### config.mk
export PLATFORM = sky130hd
export DESIGN_NAME = crt_ctrl
export DESIGN_NICKNAME = d
export VERILOG_FILES = /design/src/assert_macros.svh /design/src/crt_pkg.sv /design/src/crt_ctrl.sv
export SDC_FILE = /design/constraint.sdc
export NUM_CORES = 1
export LEC_CHECK = 0
export ABC_AREA = 1
export BUFFER_PORTS_ARGS = -buffer_cell sky130_fd_sc_hd__buf_2
export CAP_MARGIN = 20
export CORE_ASPECT_RATIO = 0.7
export CORE_MARGIN = 1
export CORE_UTILIZATION = 35
export DETAILED_ROUTE_END_ITERATION = 8
export PLACE_DENSITY = 0.57
export SKIP_LAST_GASP = 1
export SLEW_MARGIN = 20
export SYNTH_ARGS = -nofsm -noshare
export SYNTH_HDL_FRONTEND = slang
export SYNTH_SLANG_ARGS = --single-unit
### constraint.sdc
create_clock -name i_clk -period 2.9 [get_ports i_clk]
set_input_delay 0.58 -clock i_clk [delete_from_list [all_inputs] [get_ports i_clk]]
set_output_delay 0.58 -clock i_clk [all_outputs]
set_load 0.05 [all_outputs]
### src/assert_macros.svh
// assertion macros used by the top-level rtl file
`ifndef ASSERT_MACROS_SVH
`define ASSERT_MACROS_SVH

// same-cycle implication, sampled on the rising clock, off during reset
`define CRT_ASSERT_IMP(label, clk, rst_n, ante, cons, msg) \
    label: assert property (@(posedge clk) disable iff (!rst_n) (ante) |-> (cons)) \
        else $error(msg);

// next-cycle implication, sampled on the rising clock, off during reset
`define CRT_ASSERT_NXT(label, clk, rst_n, ante, cons, msg) \
    label: assert property (@(posedge clk) disable iff (!rst_n) (ante) |=> (cons)) \
        else $error(msg);

`endif

### src/crt_pkg.sv
// shared types, constants and command codes of the crt reconstruction block
package crt_pkg;

    localparam int MAX_ENTRIES_DEF  = 128;
    localparam int MODULUS_BITS_DEF = 16;
    localparam int WIDE_BITS        = 64;
    localparam int POS_BITS         = 8;

    typedef struct packed {
        logic [15:0] period;
        logic        last;
    } t_in;

    typedef struct packed {
        logic [63:0] earliest_time;
        logic [63:0] modulus_product;
        logic        overflow;
    } t_out;

    typedef enum logic [4:0] {
        OP_NONE,
        OP_DIV,
        OP_STORE,
        OP_POS_STEP,
        OP_PROD_INIT,
        OP_READ,
        OP_LMUL,
        OP_PROD_TAKE,
        OP_SUM_INIT,
        OP_NEXT,
        OP_TAKE_MI,
        OP_TAKE_BASE,
        OP_SMUL,
        OP_SET_ACC,
        OP_SET_B,
        OP_SET_K,
        OP_ACCUM,
        OP_EMIT
    } t_op;

    // dividend source of the serial divider
    typedef enum logic [1:0] {
        DS_POS,
        DS_TOTAL,
        DS_MI,
        DS_PP
    } t_dsel;

    // operand pair of the narrow multiplier
    typedef enum logic [1:0] {
        MS_ACC_B,
        MS_B_B,
        MS_A_ACC
    } t_msel;

    // operand pair of the serial wide multiplier
    typedef enum logic {
        LS_TOTAL,
        LS_MI
    } t_lsel;

    typedef struct packed {
        t_op   op;
        t_dsel dsel;
        t_msel msel;
        t_lsel lsel;
    } t_cmd;

    localparam t_cmd CMD_NONE = '{op: OP_NONE, dsel: DS_POS, msel: MS_ACC_B, lsel: LS_TOTAL};

    typedef struct packed {
        logic zero_period;
        logic table_full;
        logic last;
        logic idx_end;
        logic mm_lt2;
        logic ovf;
        logic exp_bit;
        logic k_end;
        logic div_done;
        logic mul_done;
        logic out_full;
    } t_stat;

endpackage

### src/crt_ctrl.sv
// controller: sequences loading, the product pass and the sum pass, then emits the result
module crt_ctrl (
    input  logic           i_clk,
    input  logic           i_rst_n,
    input  logic           i_accept,
    input  crt_pkg::t_stat i_stat,
    output crt_pkg::t_cmd  o_cmd,
    output logic           o_ready
);
    import crt_pkg::*;

    typedef enum logic [4:0] {
        S_IDLE, S_CHK, S_RES_W, S_AFTER,
        S_P_SETTLE, S_P_TEST, S_P_RD, S_P_MW,
        S_S_SETTLE, S_S_TEST, S_S_RD, S_S_CHK, S_S_D1, S_S_D2A, S_S_D2,
        S_F_SETTLE, S_F_TEST, S_F_AW1, S_F_AW2, S_F_BMUL, S_F_BW1, S_F_BW2,
        S_K_W1, S_K_W2, S_K_MUL, S_K_MW,
        S_EMIT, S_DONE
    } t_state;

    t_state r_state;
    t_cmd   r_cmd;
    logic   r_ready;

    always_ff @(posedge i_clk) begin
        if (!i_rst_n) begin
            r_state <= S_IDLE;
            r_cmd   <= CMD_NONE;
            r_ready <= 1'b1;
        end else begin
            r_cmd <= CMD_NONE;
            unique case (r_state)
                S_IDLE: begin
                    if (i_accept) begin
                        r_ready <= 1'b0;
                        r_state <= S_CHK;
                    end
                end
                S_CHK: begin
                    if (!i_stat.zero_period && !i_stat.table_full) begin
                        r_cmd.op   <= OP_DIV;
                        r_cmd.dsel <= DS_POS;
                        r_state    <= S_RES_W;
                    end else begin
                        r_cmd.op <= OP_POS_STEP;
                        r_state  <= S_AFTER;
                    end
                end
                S_RES_W: begin
                    if (i_stat.div_done) begin
                        r_cmd.op <= OP_STORE;
                        r_state  <= S_AFTER;
                    end
                end
                S_AFTER: begin
                    if (i_stat.last) begin
                        r_cmd.op <= OP_PROD_INIT;
                        r_state  <= S_P_SETTLE;
                    end else begin
                        r_ready <= 1'b1;
                        r_state <= S_IDLE;
                    end
                end
                S_P_SETTLE: r_state <= S_P_TEST;
                S_P_TEST: begin
                    if (i_stat.idx_end) begin
                        r_cmd.op <= OP_SUM_INIT;
                        r_state  <= S_S_SETTLE;
                    end else begin
                        r_cmd.op <= OP_READ;
                        r_state  <= S_P_RD;
                    end
                end
                S_P_RD: begin
                    r_cmd.op   <= OP_LMUL;
                    r_cmd.lsel <= LS_TOTAL;
                    r_state    <= S_P_MW;
                end
                S_P_MW: begin
                    if (i_stat.mul_done) begin
                        r_cmd.op <= OP_PROD_TAKE;
                        r_state  <= S_P_SETTLE;
                    end
                end
                S_S_SETTLE: r_state <= S_S_TEST;
                S_S_TEST: begin
                    if (i_stat.ovf || i_stat.idx_end) begin
                        r_state <= S_EMIT;
                    end else begin
                        r_cmd.op <= OP_READ;
                        r_state  <= S_S_RD;
                    end
                end
                S_S_RD: r_state <= S_S_CHK;
                S_S_CHK: begin
                    if (i_stat.mm_lt2) begin
                        r_cmd.op <= OP_NEXT;
                        r_state  <= S_S_SETTLE;
                    end else begin
                        r_cmd.op   <= OP_DIV;
                        r_cmd.dsel <= DS_TOTAL;
                        r_state    <= S_S_D1;
                    end
                end
                S_S_D1: begin
                    if (i_stat.div_done) begin
                        r_cmd.op <= OP_TAKE_MI;
                        r_state  <= S_S_D2A;
                    end
                end
                S_S_D2A: begin
                    r_cmd.op   <= OP_DIV;
                    r_cmd.dsel <= DS_MI;
                    r_state    <= S_S_D2;
                end
                S_S_D2: begin
                    if (i_stat.div_done) begin
                        r_cmd.op <= OP_TAKE_BASE;
                        r_state  <= S_F_SETTLE;
                    end
                end
                S_F_SETTLE: r_state <= S_F_TEST;
                S_F_TEST: begin
                    r_cmd.op <= OP_SMUL;
                    priority if (i_stat.k_end) begin
                        r_cmd.msel <= MS_A_ACC;
                        r_state    <= S_K_W1;
                    end else if (i_stat.exp_bit) begin
                        r_cmd.msel <= MS_ACC_B;
                        r_state    <= S_F_AW1;
                    end else begin
                        r_cmd.msel <= MS_B_B;
                        r_state    <= S_F_BW1;
                    end
                end
                S_F_AW1: begin
                    r_cmd.op   <= OP_DIV;
                    r_cmd.dsel <= DS_PP;
                    r_state    <= S_F_AW2;
                end
                S_F_AW2: begin
                    if (i_stat.div_done) begin
                        r_cmd.op <= OP_SET_ACC;
                        r_state  <= S_F_BMUL;
                    end
                end
                S_F_BMUL: begin
                    r_cmd.op   <= OP_SMUL;
                    r_cmd.msel <= MS_B_B;
                    r_state    <= S_F_BW1;
                end
                S_F_BW1: begin
                    r_cmd.op   <= OP_DIV;
                    r_cmd.dsel <= DS_PP;
                    r_state    <= S_F_BW2;
                end
                S_F_BW2: begin
                    if (i_stat.div_done) begin
                        r_cmd.op <= OP_SET_B;
                        r_state  <= S_F_SETTLE;
                    end
                end
                S_K_W1: begin
                    r_cmd.op   <= OP_DIV;
                    r_cmd.dsel <= DS_PP;
                    r_state    <= S_K_W2;
                end
                S_K_W2: begin
                    if (i_stat.div_done) begin
                        r_cmd.op <= OP_SET_K;
                        r_state  <= S_K_MUL;
                    end
                end
                S_K_MUL: begin
                    r_cmd.op   <= OP_LMUL;
                    r_cmd.lsel <= LS_MI;
                    r_state    <= S_K_MW;
                end
                S_K_MW: begin
                    if (i_stat.mul_done) begin
                        r_cmd.op <= OP_ACCUM;
                        r_state  <= S_S_SETTLE;
                    end
                end
                S_EMIT: begin
                    if (!i_stat.out_full) begin
                        r_cmd.op <= OP_EMIT;
                        r_state  <= S_DONE;
                    end
                end
                S_DONE: begin
                    r_ready <= 1'b1;
                    r_state <= S_IDLE;
                end
                default: r_state <= S_IDLE;
            endcase
        end
    end

    assign o_cmd   = r_cmd;
    assign o_ready = r_ready;

endmodule

==> flow_metrics.tcl, run 1 <==
set metrics [dict create \
    grt-busiest-layer "met2" \
    syn-instance-count 212 \
    crit_fanout 11 \
    hp-start "o_ready" \
    skew_ns 0.001667 \
    setup_ws_ns 0.9239 \
    powerDensity_nw_per_um2 616.4 \
    die_y_microns 51.35 \
    min_path_cells 2 \
    dp_hpwl_microns 2842 \
    use_met1 0.3001 \
    synth_xor_area_frac 0 \
    swShare 0.4473 \
    wirelength_microns 3606 \
    worstReg2RegStart "r_state[2]" \
    cts_max_level 1 \
    worst_pin_slew_ns 0.7583 \
    setup.worst_path.start "r_state[2]" \
    numCtsBuffers 3 \
    layout_common_cells "57 x nand2_1, 34 x nand3_1, 30 x nor2_1" \
    netlist_area_sq_um 1217 \
    power_frac_seq 0.324 \
    root_buffer "clkbuf_8" \
    peakVddDrop_mv 0.2780 \
    cts_tree "built" \
    cts_setup_buffers 0 \
    end_kind "flop" \
    outcome "completed" \
    crit_arrival_ns 2.16 \
    dr.pass1.iters 5 \
    grt_remaining_overflow 0 \
    p_clk_frac 0.225 \
    hold_violations 0 \
    synth_cell_types 27 \
    worstSetupEndpoint "r_state[2]" \
    synthTopCellsByArea "dfxtp_1 26%, nand2_1 18%, nand3_1 14%" \
    drc_errors 0 \
    switchingPower_mw 0.3960 \
    post_route_cells_drive_above_1_share 0.1992 \
    pre_cts_slack_ns 1.007 \
    yosys.area_share.simple 0.5591 \
    cts_sinks 16 \
    start_util 0.3765 \
    clk_latency_ns 0.25 \
    cts_buffer_depth 2 \
    grt_pass1_wl_microns 5975 \
    viasPerCell 5.007 \
    hold_buffers 0 \
    tns_ns 0 \
    layout_commonest_cell "nand2_1" \
    synth_fp_nets 226 \
    critical_path_class "flop to flop" \
    grt_max_degree 18 \
    core-area_sq_um 3233 \
    ys_seq_elements 16 \
    synth_compound_area_frac 0.07914 \
    portBuffers 24 \
    grt_antenna_before_repair 0 \
    place.gp.congestion 0.9499 \
    required_ns 3.08 \
    wl_per_cell_microns 12.74 \
    power.internal_mw 0.4893 \
    synth.area.mux_share 0 \
    min_period_over_period 0.6814 \
    maxCapViolations 0 \
    ant_nets 0 \
    antenna_cells 0 \
    track_usage 0.2122 \
    period_needed_ns 1.976 \
    synth_top_area_share 0.2631 \
    use_met2 0.3131 \
    ys_warn_count 0 \
    setup_violations 0 \
    grt_pass1_vias 1239 \
    cp-start-kind "flop" \
    worstRegToRegCells 9 \
    synthAdderAreaFrac 0 \
    synth_top_family_by_area "simple AND/OR/NAND/NOR gates" \
    die_x_microns 72.49 \
    ios 25 \
    slew_headroom 0.4926 \
    hold_class "flop to flop" \
    vias 1417 \
    drv_slew 0 \
    fmax_mhz 506.0 \
    cts_resized 0 \
    rsz0062_at_grt "false" \
    area_delta_synth_final_pct 17.99 \
    synth_top_area_cell "dfxtp_1" \
    comb_power_share 0.451 \
    ys_seq_area_frac 0.2631 \
    reg2reg_setup_slack_ns 0.92 \
    clkTransAtPathRegs_ns 0.06 \
    grtUsageMet3 0.06509 \
    fin_nets 251 \
    row_count 17 \
    drt_iter0_markers 128 \
    reg2reg_to "r_state[2]" \
    dieArea_sq_um 3722 \
    synth.avg_cell_area_sq_um 5.743 \
    p_leak_nw 0.8111 \
]
[state kept, by name, indices dropped and copies added, names as in the netlist]
register / count
o_cmd: 10
r_state: 5
o_ready: 1
[metal layers]
layer	share of wire	wire [microns]
met1	0.50	1800
met2	0.39	1420
met3	0.099	358
met4	0.0075	27
met5	0	0
[worst max-delay path: stages (launching register included)]
cell	delay [ns]
dfxtp_1	0.35
nor2_1	0.61
nand3_1	0.28
nor2_1	0.18
nor2_1	0.08
nand2_2	0.08
inv_2	0.05
nand2_4	0.07
nand2_1	0.05
a21oi_1	0.14
[Yosys cell counts]
cell,count
nand3_1,34
nand2_4,1
buf_2,3
nor4_1,1
nand2_2,5
nand3_2,1
dfxtp_1,16
a211oi_1,1
a21oi_2,2
and2_1,1
o31ai_1,1
nor3_1,6
nand3b_1,2
o21ai_0,3
nor2_2,2
nand4_1,6
buf_1,1
clkinv_1,2
nor2_4,1
clkbuf_1,1
nand2_1,57
or2_2,2
a41oi_1,1
inv_1,20
a21oi_1,8
inv_2,4
nor2_1,30
[power groups by stage]
stage / Combinational (mW) / Sequential (mW) / Clock [mW]
detailed placement: 0.393 / 0.290 / 0
global placement: 0.402 / 0.292 / 0
floorplan: 0.252 / 0.336 / 0
finish: 0.399 / 0.287 / 0.200
CTS: 0.395 / 0.286 / 0.204
global route: 0.448 / 0.290 / 0.216
[through the flow]
| step | cells | hold slack, ns | total power, mW | area [sq um] | util |
|---|---|---|---|---|---|
| finish | 283 | 0.5001 | 0.8853 | 1436 | 0.4443 |
| global placement | 279 | 0.4922 | 0.6934 | 1381 | 0.4272 |
| CTS | 283 | 0.4995 | 0.8851 | 1436 | 0.4443 |
| global route | 283 | 0.5637 | 0.9544 | 1436 | 0.4443 |
| floorplan | 212 | 0.4933 | 0.5878 | 1217 | - |
| detailed placement | 279 | 0.4829 | 0.6836 | 1381 | 0.4272 |
[layout make-up]
type | count | area, sq um
fill | 366 | 1797
tap | 47 | 58.81
clock buffer | 4 | 55.05
timing repair buffer | 25 | 127.6
inverter | 26 | 97.59
multi-input combinational | 165 | 777.0
sequential | 16 | 320.3
[worst min path at each step]
stage / to / slack, ns
5_1_grt: o_ready / 0.56
3_5_place_dp: o_ready / 0.48
4_1_cts: o_ready / 0.50
3_3_place_gp: o_ready / 0.49
2_1_floorplan: r_state[3] / 0.49
6_report: o_ready / 0.50
[kinds of logic (layout without fill, tap and decap cells)]
family,count (synthesis),count (layout)
AO/OA/AOI/OAI,16,16
flip-flops,16,16
buffers and inverters,31,55
AND/OR/NAND/NOR,149,149
Power figures use the tool's default switching activity.
==> run 2: changes to the inputs <==
clock period = 2 ns   (was 2.9 ns; I/O delays follow)
==> run 2 against run 1 <==
  * Global-route usage increased by 0.73 points
  * Via count up 1.6%
  * Sequential cell count did not move
  * Hold slack got worse by 0.14 ns
  * Critical path depth decreased by 1
  * Sequential power increased by 45%
  * Clock power is 47% higher
  * Die area did not move
  * Clock skew grew 0.0044 ns
  * Count of clock-buffer cells in the layout unchanged
  * Core utilization up 0.46 points
  * First-iteration DRC count rose by 39%
==> flow_metrics.tcl, run 2 (synthesis gave the netlist of run 1 again) <==
set metrics [dict create \
    comb_power_share 0.450 \
    cts_max_level 1 \
    vias 1439 \
    post_route_cells_drive_above_1_share 0.2059 \
    switchingPower_mw 0.5787 \
    place.gp.congestion 0.9748 \
    peakVddDrop_mv 0.4204 \
    dr.pass1.iters 4 \
    cts_tree "built" \
    final_area_sq_um 1451 \
    row_count 17 \
    cts_setup_buffers 0 \
    numCtsBuffers 3 \
    ant_nets 0 \
    dp_hpwl_microns 3007 \
    hold_class "input pin to flop" \
    die_x_microns 72.49 \
    period_needed_ns 1.732 \
    setup_violations 0 \
    worst_pin_slew_ns 0.4597 \
    slew_headroom 0.6932 \
    power.internal_mw 0.7119 \
    fillers 371 \
    reg2reg_to "r_state[4]" \
    wirelength_microns 3747 \
    crit_arrival_ns 1.91 \
    grt_max_degree 20 \
    cp_slowest_stage_delay_ns 0.44 \
    fmax_mhz 577.3 \
    worstRegToRegCells 8 \
    required_ns 2.18 \
    track_usage 0.2195 \
    grt_remaining_overflow 0 \
    wl_per_cell_microns 13.15 \
    clkTransAtPathRegs_ns 0.07 \
    power_frac_seq 0.322 \
    worstReg2RegStart "r_state[2]" \
    layout_commonest_cell "nand2_1" \
    p_leak_nw 0.8194 \
    postPlaceCellArea_sq_um 1396 \
    final_core_util 0.4489 \
    skew_ns 0.006095 \
    cts_buffer_depth 2 \
    cts_resized 0 \
    layout_common_cells "57 x nand2_1, 34 x nand3_1, 30 x nor2_1" \
    crit_fanout 6 \
    grt_pass1_vias 1258 \
    outcome "completed" \
    fin_nets 253 \
    drt_iter0_markers 178 \
    end_kind "flop" \
    reg2reg_setup_slack_ns 0.27 \
    cp-start-kind "flop" \
    hp-start "i_rst_n" \
    start_util 0.3765 \
    largest_reg_flops 10 \
    drc_errors 0 \
    holdPathEnd "o_ready" \
    grt_pass1_wl_microns 6058 \
    min_period_over_period 0.8661 \
    tns_ns 0 \
    multi_input_area_sq_um 777.0 \
    area_delta_synth_final_pct 19.22 \
    min_path_cells 2 \
    die_y_microns 51.35 \
    ios 25 \
    maxCapViolations 0 \
    regArea_sq_um 320.3 \
    hold_violations 0 \
    rsz0062_at_grt "false" \
    grt_antenna_before_repair 0 \
    whs_ns 0.3592 \
    drv_slew 0 \
    worstPathCellList "inv_1 -> nor2_1 -> nand3_1 -> nand2_1 -> a21oi_1 -> nand3_1 -> nand2_1 -> a21oi_1" \
    clk_latency_ns 0.26 \
    swShare 0.4484 \
    setup_ws_ns 0.2678 \
    antenna_cells 0 \
    pre_cts_slack_ns 0.3237 \
    powerDensity_nw_per_um2 889.2 \
    crit_slowest_cell "dfxtp_1" \
    portBuffers 24 \
    p_clk_frac 0.228 \
    dieArea_sq_um 3722 \
    root_buffer "clkbuf_8" \
    hold_buffers 0 \
    critical_path_class "flop to flop" \
    cts_sinks 16 \
    viasPerCell 5.049 \
    core-area_sq_um 3233 \
]
## run 2: cell types whose count changed in the layout (fill, tap and decap cells not counted), sizes merged
cell and change:
buf +2
## run 2: cell type report
class | instances | share of cell area
inverters | 26 | 0.06724
well taps | 47 | 0.04052
flip-flops and latches | 16 | 0.2207
repair buffers | 27 | 0.09828
clock buffers | 4 | 0.03793
multi-input cells | 165 | 0.5353
## run 2: routing by layer
metal | routed length (microns) | vias to the layer above | global-route usage
met5 | 0 | - | 0
met1 | 1824 | 609 | 0.3159
met2 | 1472 | 78 | 0.3115
met3 | 377 | 8 | 0.05325
met4 | 72 | 0 | 0.08170
li1 | - | 744 | -
## run 2: power groups by stage
stage	registers [mW]	clock network, mW	logic (mW)
floorplan	0.487	0	0.365
global placement	0.423	0	0.584
detailed placement	0.422	0	0.573
CTS	0.415	0.301	0.576
global route	0.420	0.311	0.631
finish	0.415	0.294	0.581
## run 2: through the flow
stage,instances,power (mW)
finish,285,1.291
global route,285,1.362
CTS,285,1.291
detailed placement,281,0.9952
global placement,281,1.007
floorplan,212,0.8523
## run 2: how the worst max path moves through the flow
stage	start	end	slack, ns	cells past startpoint
after floorplan	r_state[4]	r_state[0]	0.60	10
after detailed placement	r_state[0]	r_state[4]	0.32	8
after global placement	r_state[2]	r_state[0]	0.28	10
after global routing	r_state[4]	r_state[4]	0.14	10
final	r_state[2]	r_state[4]	0.27	8
after CTS	r_state[0]	r_state[4]	0.31	8
## run 2: critical path, delay by kind of cell (launching register included)
kind | cells | cell delay [ns]
simple gates | 5 | 0.91
compound gates | 2 | 0.21
buf+inv | 1 | 0.08
flops | 1 | 0.44
